File: src/sv/tot_pkg.sv
// Package for the two-opt tour improver.
// Holds the sizes, the item kind codes and the memory request types.
// Has no dependencies.
package tot_pkg;

	localparam int MAX_CITIES = 64;
	localparam int DIST_BITS  = 16;
	localparam int CITY_W     = 6;
	localparam int COUNT_W    = 7;
	localparam int COST_W     = 22;
	localparam int PASS_W     = 10;
	localparam int DADDR_W    = 2 * CITY_W;
	localparam int SUM_W      = DIST_BITS + 1;

	localparam logic [1:0] KIND_DIST = 2'd0;
	localparam logic [1:0] KIND_TOUR = 2'd1;
	localparam logic [1:0] KIND_RUN  = 2'd2;

	localparam logic [COUNT_W-1:0] COUNT_MIN   = COUNT_W'(3);
	localparam logic [COUNT_W-1:0] COUNT_TOP   = COUNT_W'(MAX_CITIES);
	localparam logic [COUNT_W-1:0] COUNT_RESET = COUNT_W'(64);
	localparam logic [PASS_W-1:0]  PASS_LAST   = {PASS_W{1'b1}};

	typedef struct packed {
		logic              we;
		logic [CITY_W-1:0] waddr;
		logic [CITY_W-1:0] wdata;
		logic [CITY_W-1:0] raddr;
	} tot_tour_req_t;

	typedef struct packed {
		logic                 we;
		logic [DADDR_W-1:0]   waddr;
		logic [DIST_BITS-1:0] wdata;
		logic [DADDR_W-1:0]   raddr;
	} tot_dist_req_t;

endpackage

File: src/sv/tot_engine.sv
// Sequencer of the tour improver: loads, 2-opt passes, cost sum and tour output.
// Depends on tot_pkg; drives the request ports of the two memories.
module tot_engine (
	input  logic                          clk,
	input  logic                          arst_n,
	input  logic [tot_pkg::COUNT_W-1:0]   city_count,
	input  logic                          in_valid,
	output logic                          in_stall,
	input  logic [1:0]                    kind,
	input  logic [tot_pkg::CITY_W-1:0]    from_city,
	input  logic [tot_pkg::CITY_W-1:0]    to_city,
	input  logic [tot_pkg::DIST_BITS-1:0] distance,
	input  logic [tot_pkg::CITY_W-1:0]    tour_position,
	input  logic [tot_pkg::CITY_W-1:0]    tour_city,
	output logic                          out_valid,
	input  logic                          out_stall,
	output logic [tot_pkg::CITY_W-1:0]    city,
	output logic [tot_pkg::COST_W-1:0]    tour_cost,
	output logic                          last,
	output tot_pkg::tot_tour_req_t        tour_req,
	input  logic [tot_pkg::CITY_W-1:0]    tour_rd,
	output tot_pkg::tot_dist_req_t        dist_req,
	input  logic [tot_pkg::DIST_BITS-1:0] dist_rd
);
	import tot_pkg::*;

	localparam logic [4:0] ST_IDLE = 5'd0;
	localparam logic [4:0] ST_RT0  = 5'd1;
	localparam logic [4:0] ST_RT1  = 5'd2;
	localparam logic [4:0] ST_RT2  = 5'd3;
	localparam logic [4:0] ST_RT3  = 5'd4;
	localparam logic [4:0] ST_RD0  = 5'd5;
	localparam logic [4:0] ST_RD1  = 5'd6;
	localparam logic [4:0] ST_RD2  = 5'd7;
	localparam logic [4:0] ST_RD3  = 5'd8;
	localparam logic [4:0] ST_RD4  = 5'd9;
	localparam logic [4:0] ST_CMP  = 5'd10;
	localparam logic [4:0] ST_RV0  = 5'd11;
	localparam logic [4:0] ST_RV1  = 5'd12;
	localparam logic [4:0] ST_RV2  = 5'd13;
	localparam logic [4:0] ST_RV3  = 5'd14;
	localparam logic [4:0] ST_NEXT = 5'd15;
	localparam logic [4:0] ST_CS0  = 5'd16;
	localparam logic [4:0] ST_CS1  = 5'd17;
	localparam logic [4:0] ST_CS2  = 5'd18;
	localparam logic [4:0] ST_CS3  = 5'd19;
	localparam logic [4:0] ST_EM0  = 5'd20;
	localparam logic [4:0] ST_EM1  = 5'd21;
	localparam logic [4:0] ST_EM2  = 5'd22;

	logic [4:0]           state_q;
	logic [COUNT_W-1:0]   n_q;
	logic [CITY_W-1:0]    i_q, j_q, lo_q, hi_q, k_q;
	logic [CITY_W-1:0]    p_q, a_q, b_q, q_q, x_q, u_q;
	logic [SUM_W-1:0]     bef_q, aft_q;
	logic                 chg_q;
	logic [PASS_W-1:0]    pass_q;
	logic [COST_W-1:0]    cost_q;
	logic                 out_valid_q, last_q;
	logic [CITY_W-1:0]    city_q;
	logic [COST_W-1:0]    out_cost_q;

	logic                 accept;
	logic [COUNT_W-1:0]   n_sat;
	logic [COUNT_W-1:0]   j_inc, i_inc2, k_inc;
	logic [CITY_W-1:0]    j_wrap, k_wrap;

	assign in_stall  = (state_q != ST_IDLE);
	assign accept    = in_valid && !in_stall;
	assign out_valid = out_valid_q;
	assign city      = city_q;
	assign tour_cost = out_cost_q;
	assign last      = last_q;

	// Saturated count and wraparound neighbors.
	always_comb begin
		n_sat = city_count;
		if (city_count < COUNT_MIN) begin
			n_sat = COUNT_MIN;
		end else if (city_count > COUNT_TOP) begin
			n_sat = COUNT_TOP;
		end
		j_inc  = {1'b0, j_q} + COUNT_W'(1);
		i_inc2 = {1'b0, i_q} + COUNT_W'(2);
		k_inc  = {1'b0, k_q} + COUNT_W'(1);
		j_wrap = (j_inc == n_q) ? '0 : j_inc[CITY_W-1:0];
		k_wrap = (k_inc == n_q) ? '0 : k_inc[CITY_W-1:0];
	end

	// Memory requests for each step of the sequencer.
	always_comb begin
		tour_req       = '0;
		dist_req       = '0;
		dist_req.waddr = {from_city, to_city};
		dist_req.wdata = distance;
		case (state_q)
			ST_IDLE: begin
				dist_req.we    = accept && (kind == KIND_DIST);
				tour_req.we    = accept && (kind == KIND_TOUR);
				tour_req.waddr = tour_position;
				tour_req.wdata = tour_city;
			end
			ST_RT0:  tour_req.raddr = i_q - CITY_W'(1);
			ST_RT1:  tour_req.raddr = i_q;
			ST_RT2:  tour_req.raddr = j_q;
			ST_RT3:  tour_req.raddr = j_wrap;
			ST_RD0:  dist_req.raddr = {p_q, a_q};
			ST_RD1:  dist_req.raddr = {b_q, q_q};
			ST_RD2:  dist_req.raddr = {p_q, b_q};
			ST_RD3:  dist_req.raddr = {a_q, q_q};
			ST_RV0:  tour_req.raddr = lo_q;
			ST_RV1:  tour_req.raddr = hi_q;
			ST_RV2: begin
				tour_req.we    = 1'b1;
				tour_req.waddr = lo_q;
				tour_req.wdata = tour_rd;
			end
			ST_RV3: begin
				tour_req.we    = 1'b1;
				tour_req.waddr = hi_q;
				tour_req.wdata = x_q;
			end
			ST_CS0:  tour_req.raddr = k_q;
			ST_CS1:  tour_req.raddr = k_wrap;
			ST_CS2:  dist_req.raddr = {u_q, tour_rd};
			ST_EM0:  tour_req.raddr = k_q;
			default: tour_req = '0;
		endcase
	end

	// Sequencer state and working registers.
	always_ff @(posedge clk or negedge arst_n) begin
		if (!arst_n) begin
			state_q     <= ST_IDLE;
			out_valid_q <= 1'b0;
			chg_q       <= 1'b0;
		end else begin
			case (state_q)
				ST_IDLE: begin
					if (accept && (kind == KIND_RUN)) begin
						n_q     <= n_sat;
						i_q     <= CITY_W'(1);
						j_q     <= CITY_W'(2);
						chg_q   <= 1'b0;
						pass_q  <= '0;
						state_q <= ST_RT0;
					end
				end
				ST_RT0: state_q <= ST_RT1;
				// Each tour read returns in the cycle after its address.
				ST_RT1: begin
					p_q     <= tour_rd;
					state_q <= ST_RT2;
				end
				ST_RT2: begin
					a_q     <= tour_rd;
					state_q <= ST_RT3;
				end
				ST_RT3: begin
					b_q     <= tour_rd;
					state_q <= ST_RD0;
				end
				ST_RD0: begin
					q_q     <= tour_rd;
					state_q <= ST_RD1;
				end
				ST_RD1: begin
					bef_q   <= {1'b0, dist_rd};
					state_q <= ST_RD2;
				end
				ST_RD2: begin
					bef_q   <= bef_q + {1'b0, dist_rd};
					state_q <= ST_RD3;
				end
				ST_RD3: begin
					aft_q   <= {1'b0, dist_rd};
					state_q <= ST_RD4;
				end
				ST_RD4: begin
					aft_q   <= aft_q + {1'b0, dist_rd};
					state_q <= ST_CMP;
				end
				// Strict gain starts an in-place reversal of positions i..j.
				ST_CMP: begin
					if (aft_q < bef_q) begin
						chg_q   <= 1'b1;
						lo_q    <= i_q;
						hi_q    <= j_q;
						state_q <= ST_RV0;
					end else begin
						state_q <= ST_NEXT;
					end
				end
				ST_RV0: state_q <= (hi_q > lo_q) ? ST_RV1 : ST_NEXT;
				ST_RV1: begin
					x_q     <= tour_rd;
					state_q <= ST_RV2;
				end
				ST_RV2: state_q <= ST_RV3;
				ST_RV3: begin
					lo_q    <= lo_q + CITY_W'(1);
					hi_q    <= hi_q - CITY_W'(1);
					state_q <= ST_RV0;
				end
				// Step to the next pair, the next pass, or the cost sum.
				ST_NEXT: begin
					if (j_inc < n_q) begin
						j_q     <= j_inc[CITY_W-1:0];
						state_q <= ST_RT0;
					end else if (i_inc2 < n_q) begin
						i_q     <= i_q + CITY_W'(1);
						j_q     <= i_inc2[CITY_W-1:0];
						state_q <= ST_RT0;
					end else if (chg_q && (pass_q != PASS_LAST)) begin
						pass_q  <= pass_q + PASS_W'(1);
						i_q     <= CITY_W'(1);
						j_q     <= CITY_W'(2);
						chg_q   <= 1'b0;
						state_q <= ST_RT0;
					end else begin
						k_q     <= '0;
						cost_q  <= '0;
						state_q <= ST_CS0;
					end
				end
				ST_CS0: state_q <= ST_CS1;
				ST_CS1: begin
					u_q     <= tour_rd;
					state_q <= ST_CS2;
				end
				ST_CS2: state_q <= ST_CS3;
				ST_CS3: begin
					cost_q <= cost_q + COST_W'(dist_rd);
					if (k_inc == n_q) begin
						k_q     <= '0;
						state_q <= ST_EM0;
					end else begin
						k_q     <= k_inc[CITY_W-1:0];
						state_q <= ST_CS0;
					end
				end
				ST_EM0: state_q <= ST_EM1;
				// Present one city; the cost rides on the final one.
				ST_EM1: begin
					out_valid_q <= 1'b1;
					city_q      <= tour_rd;
					last_q      <= (k_inc == n_q);
					out_cost_q  <= (k_inc == n_q) ? cost_q : '0;
					state_q     <= ST_EM2;
				end
				ST_EM2: begin
					if (!out_stall) begin
						out_valid_q <= 1'b0;
						if (last_q) begin
							state_q <= ST_IDLE;
						end else begin
							k_q     <= k_inc[CITY_W-1:0];
							state_q <= ST_EM0;
						end
					end
				end
				default: state_q <= ST_IDLE;
			endcase
		end
	end

endmodule

File: config.mk
export PLATFORM = sky130hd
export DESIGN_NAME = tot_engine
export DESIGN_NICKNAME = d
export VERILOG_FILES = /design/src/sv/tot_pkg.sv /design/src/sv/tot_engine.sv
export SDC_FILE = /design/constraint.sdc
export NUM_CORES = 1
export LEC_CHECK = 0
export ABC_AREA = 1
export BUFFER_PORTS_ARGS = -buffer_cell sky130_fd_sc_hd__buf_2
export CAP_MARGIN = 20
export CELL_PAD_IN_SITES_DETAIL_PLACEMENT = 2
export CELL_PAD_IN_SITES_GLOBAL_PLACEMENT = 2
export CORE_MARGIN = 2
export CORE_UTILIZATION = 38
export CTS_CLUSTER_DIAMETER = 60
export CTS_CLUSTER_SIZE = 12
export DETAILED_ROUTE_END_ITERATION = 10
export PLACE_DENSITY_LB_ADDON = 0.25
export SLEW_MARGIN = 30
export SYNTH_ARGS = -nofsm -noshare
export SYNTH_HDL_FRONTEND = slang
export SYNTH_SLANG_ARGS = --single-unit
File: constraint.sdc
create_clock -name clk -period 5.8 [get_ports clk]
set_input_delay 0.29 -clock clk [delete_from_list [all_inputs] [get_ports clk]]
set_output_delay 0.29 -clock clk [all_outputs]
set_load 0.05 [all_outputs]
# Word level (Yosys, flattened, before mapping)

Cells that the tools add are included.

Equality and inequality tests: 37
Reduce and logical (&&, ||, !) cells: 38
Add/sub/neg operators: 11
Multiplexer cells: 56
Magnitude comparators: 6

Operators with widths:

| operator            | number |
|---|---|
| $pmux 5 s23         | 1 |
| $mux 6              | 17 |
| $pmux 17 s2         | 2 |
| $mux 22             | 3 |
| $pmux 12 s5         | 1 |
| $pmux 6 s2          | 4 |
| $pmux 6 s8          | 1 |
| $pmux 22 s2         | 1 |
| $eq 5x4->1 const B  | 8 |
| $mux 10             | 4 |
| $pmux 13 s3         | 1 |
| $eq 5x5->1 const B  | 7 |
| $add 17x16->17      | 2 |
| $mux 5              | 6 |
| $add 22x16->22      | 1 |
| $reduce_and 2->1    | 11 |
| $eq 5x3->1 const B  | 4 |
| $pmux 10 s2         | 1 |
| $pmux 6 s3          | 1 |
| $lt 17x17->1        | 1 |
| $ne 2x2->1 const B  | 8 |
| $add 6x1->7 const B | 2 |
| $eq 7x7->1          | 2 |
| $lt 7x7->1          | 2 |
| other kinds (33)    | 57 |

Register bits: 175
Word-level logic and storage cells: 171
Input port bits: 75

# Logic depth before layout (Yosys ltp)

Depth in word-level cells: 6
Mapped depth: 16
Gate-level depth less buffers: 15

# Least setup slack after synthesis

No wires, ideal clock.

Kind: reg2reg
Start point: register j_q[0]
End point: register cost_q[0] (enable)
Arrival time: 2781 ps
Data required time: 5399 ps
Period minus slack after synthesis: 3182 ps
Path buffers: 0
Setup time: 401 ps
Path slack: 2618 ps
Cell stages (with the launch flop): 12
Cells stage by stage: edfxtp_1 > ha_1 > xor2_1 > ha_1 > nand2_1 > o21ai_0 > nand2_1 > nand3_2 > nand2_1 > inv_2 > nand3_1 > nor2_1

Longest elaborated chain between the ends: 4

RTL lines:

| what                              | RTL line          | RTL |
|---|---|---|
| from (decl)                       | tot_engine.sv:53  | `logic [CITY_W-1:0] i_q, j_q, lo_q, hi_q, k_q;` |
| from (signal assigned)            | tot_engine.sv:208 | `j_q <= j_inc[CITY_W-1:0];` |
| from (signal assigned)            | tot_engine.sv:212 | `j_q <= i_inc2[CITY_W-1:0];` |
| $add 6x1->7                       | tot_engine.sv:83  | `j_inc = {1'b0, j_q} + COUNT_W'(1);` |
| $lt 7x7->1                        | tot_engine.sv:207 | `if (j_inc < n_q) begin` |
| $ne 2x2->1 (no source line)       | --                |  |
| $reduce_and 5->1 (no source line) | --                |  |
| to (signal assigned)              | tot_engine.sv:233 | `cost_q <= cost_q + COST_W'(dist_rd);` |
| to (decl)                         | tot_engine.sv:58  | `logic [COST_W-1:0] cost_q;` |

No other way between the ends.
A chain may end at the register's enable or synchronous reset.

==> summary.md <==
| Metric | Value |
|---|---|
| Port buffer count | `109` |
| Endpoints failing setup | `0` |
| Effective utilization at floorplan | `38.9%` |
| Share of cells above drive strength 1 | `12.1%` |
| Vias | `around 11000` |
| Clock skew | `9.67 ps` |
| RSZ-0062 raised after global routing | `false` |
| Synth Area in Compound Gates | `12.2%` |
| Commonest non-fill, non-tap cell in the layout | `nand2_1` |
| DIE AREA | `approximately 34000 um^2` |
| Post-Synthesis Net Count | `1679` |
| Global-route wire length before repair | `69400 um` |
| Congestion Overflow GR | `0` |
| ANT nets after route | `0` |
| CTS Buf Count | `17` |
| Die width | `184 um` |
| GRT Util Overall | `26.6%` |
| Footprint of the multi-input gates | `around 6000 um^2` |
| Crit-path max FO | `7` |
| Num rows | `65` |
| H-tree depth | `4` |
| Hold path depth | `1` |
| Number of global-route vias before repair | `12300` |
| Sequential cell area | `5220 um^2` |
| Fin crit period | `3510 ps` |
| Register area share after synthesis | `about 42%` |
| Syn Inst Count | `between 1500 and 2000` |
| DRT iter0 DRCs | `571` |
| CTS tree | `done` |
| DR pass1 iterations | `4` |
| Unique cell type count in the Yosys netlist | `50` |
| Finished Cell Area | `13800 um^2` |
| Transition time of the tightest slew-check pin | `800 ps` |
| Worst EP arrival | `between 3000 and 4000 ps` |
| Worst stage delay on the critical path | `560 ps` |
| Worst setup path class | `flop to primary output` |
| Crit path buffers/inverters | `3` |
| Routed WL | `43600 um` |
| Slowest-stage cell, CP | `edfxtp_1` |
| Drt wl/cell | `21.7 um` |
| Clock slew at reported path FFs | `70 ps` |
| Worst flop-to-flop path startpoint | `j_q[0]` |
| CP cell instances | `ha_1, nand4_1, nand2_1, inv_1, ha_1, nand2_1, nor2_1, nand4_1, nand2_1, inv_1, a22oi_1, nand4_1, buf_2` |
| Area of the core | `31700 um^2` |
| Required time worst endpoint | `roughly 5500 ps` |
| Slew headroom | `46.6%` |
| GP Congestion | `0.873` |
| Post-CTS Resized | `0` |
| Yosys top cell by area | `edfxtp_1` |
| Xor/xnor share of the synthesized area | `around 2.1%` |
| Mean Syn Cell Area | `8.17 um^2` |
| Power Density | `319 nW/um^2` |
| Largest delay share family, worst path | `simple AND/OR/NAND/NOR gates` |
| IO Pins | `166` |
| Adder-cell area share of the yosys netlist | `9.93%` |
| # diodes | `0` |
| Syn-to-layout area delta | `11.6%` |
| Hold EP | `n_q[6]` |
| Max Clock Freq | `285 MHz` |
| Via density | `between 5 and 6` |
| Yosys top cell area share | `roughly two fifths` |
| Mapped Area | `approximately 12000 um^2` |
| LEAKAGE | `6.00 nW` |
| Post-DP HPWL | `34200 um` |
| Element type at the critical path start | `flop` |
| Top area cells in the synthesized netlist | `edfxtp_1 41%, nand2_1 11%, ha_1 9.4%, inv_1 5.8%, nor2_1 4.7%` |
| Placed inst area | `13200 um^2` |
| Final Non-Filler Cells | `about 2000` |
| Largest net degree at the start of global routing | `31` |
| Clock root buffer | `clkbuf_16` |
| Filler Cells Inserted | `approximately 3700` |
| Final hold vios | `0` |
| Commonest cells after routing, fill and taps aside | `347 x nand2_1, 190 x inv_1, 168 x edfxtp_1` |
| Crit. End Element | `primary output` |
| Setup_tns | `0 ps` |
| Status | `finished, final reports clean` |
| Min-delay worst type | `primary input to flop` |
| Max-Cap Viols | `0` |
| Fin. max-slew vios | `0` |
| Placed Cells | `~2000` |
| Final worst-path cycle share | `around three fifths` |
| Seq cells post-synth | `175` |
| Worst reg2reg endpoint | `k_q[4]` |
| Stages on the worst setup path | `13` |
| Sink Count | `175` |
| Vert. Die Dim | `184 um` |
| FF-to-FF path depth | `13` |
| Fin nets | `~1800` |
| R2R setup slack | `2470 ps` |
| Clk buf depth | `2` |
| DRC viols | `0` |
| VDD IR max | `172 uV` |
| Main combinational cell family by area after synthesis | `simple AND/OR/NAND/NOR gates` |
| Simple-gate share of the synthesized area | `24.7%` |
| Initial antenna violation count | `0` |
| Synth Warn # | `0` |
| Worst-Skew Late Latency | `450 ps` |
| Worst min-delay path startpoint | `city_count[6]` |
| Multiplexer share of the synthesized area | `0%` |
[how the worst max path moves through the flow]
stage / startpoint / endpoint
floorplan: j_q[0] / cost_q[0]
global placement: j_q[0] / k_q[1]
detailed placement: j_q[0] / k_q[1]
CTS: k_q[0] / tour_req[5]
global route: j_q[0] / tour_req[4]
finish: j_q[0] / tour_req[4]
[where the power goes]
group          internal [mW]  total [mW]  switching [mW]  leakage [nW]
registers               1.51        1.59          0.0830          1.65
clock network          0.599        1.16           0.559         0.275
logic                  0.429        1.65            1.22          4.08
total                   2.54        4.39            1.86          6.00
[sequential cells by signal, indices dropped and copies added (netlist names), 7 cells and up]
signal and cells:
cost_q 22, pass_q 10, n_q 7, bef_q 17, aft_q 17, tour_cost 22
[repair_timing]
action / in CTS / in global routing
hold buffers: 1 / 0
setup buffers: 0 / 0
hold endpoints to repair: 7 / 0
[synthesized netlist by cell type (all sizes together)]
library cell / n
or2: 8
and2: 1
nand3b: 12
clkinv: 1
nor2: 169
buf: 41
a32oi: 1
o21bai: 2
a31oi: 7
fa: 3
edfxtp: 168
nor3: 17
o21a: 7
a21oi: 114
o21ai: 92
clkbuf: 8
o211ai: 7
xor2: 14
a21boi: 1
a221o: 4
ha: 93
nor4: 5
dfrtp: 7
o32ai: 2
nand4: 24
xnor2: 16
a22oi: 4
a221oi: 1
o22ai: 9
a21o: 3
inv: 195
o2111ai: 6
nand3: 104
a211oi: 1
nand2: 353
o31ai: 2
o221ai: 4
nor3b: 2
[final cells by class]
class | count | area share (%)
repair buffers | 118 | 4.77
clock buffers | 18 | 3.12
flip-flops and latches | 175 | 37.9
multi-input cells | 1088 | 44.2
clock inverters | 14 | 0.964
well taps | 402 | 3.66
inverters | 196 | 5.35
[layer usage]
| metal | vias to the layer above | GRT usage, % | part of all wire (%) |
|---|---|---|---|
| li1 | 5305 | - | - |
| met3 | 54 | 3.88 | 3.5 |
| met5 | - | 0 | 0 |
| met4 | 0 | 7.71 | 2.4 |
| met1 | 5631 | 34.8 | 45 |
| met2 | 200 | 45.8 | 49 |
[logic make-up (layout without fill, tap and decap cells)]
logic type / after synthesis / after routing
and+or+nand+nor: 695 / 695
xor gates and xnor gates: 30 / 30
AOI/OAI and AO/OA: 267 / 267
adders and majority gates: 96 / 96
DFF: 175 / 175
buffers and inverters: 245 / 346
[metrics by stage]
stage / total power [mW] / hold WS [ps] / util [%] / worst slack (ps)
floorplan: 2.79 / -5.59 / - / 2620
global placement: 3.17 / 162 / 41.3 / 2760
finish: 4.39 / 82.2 / 43.4 / 2290
detailed placement: 3.25 / 164 / 41.5 / 2550
global route: 4.62 / 85.5 / 43.4 / 2140
CTS: 4.42 / 72.9 / 43.3 / 2240
Power figures use the tool's default switching activity.
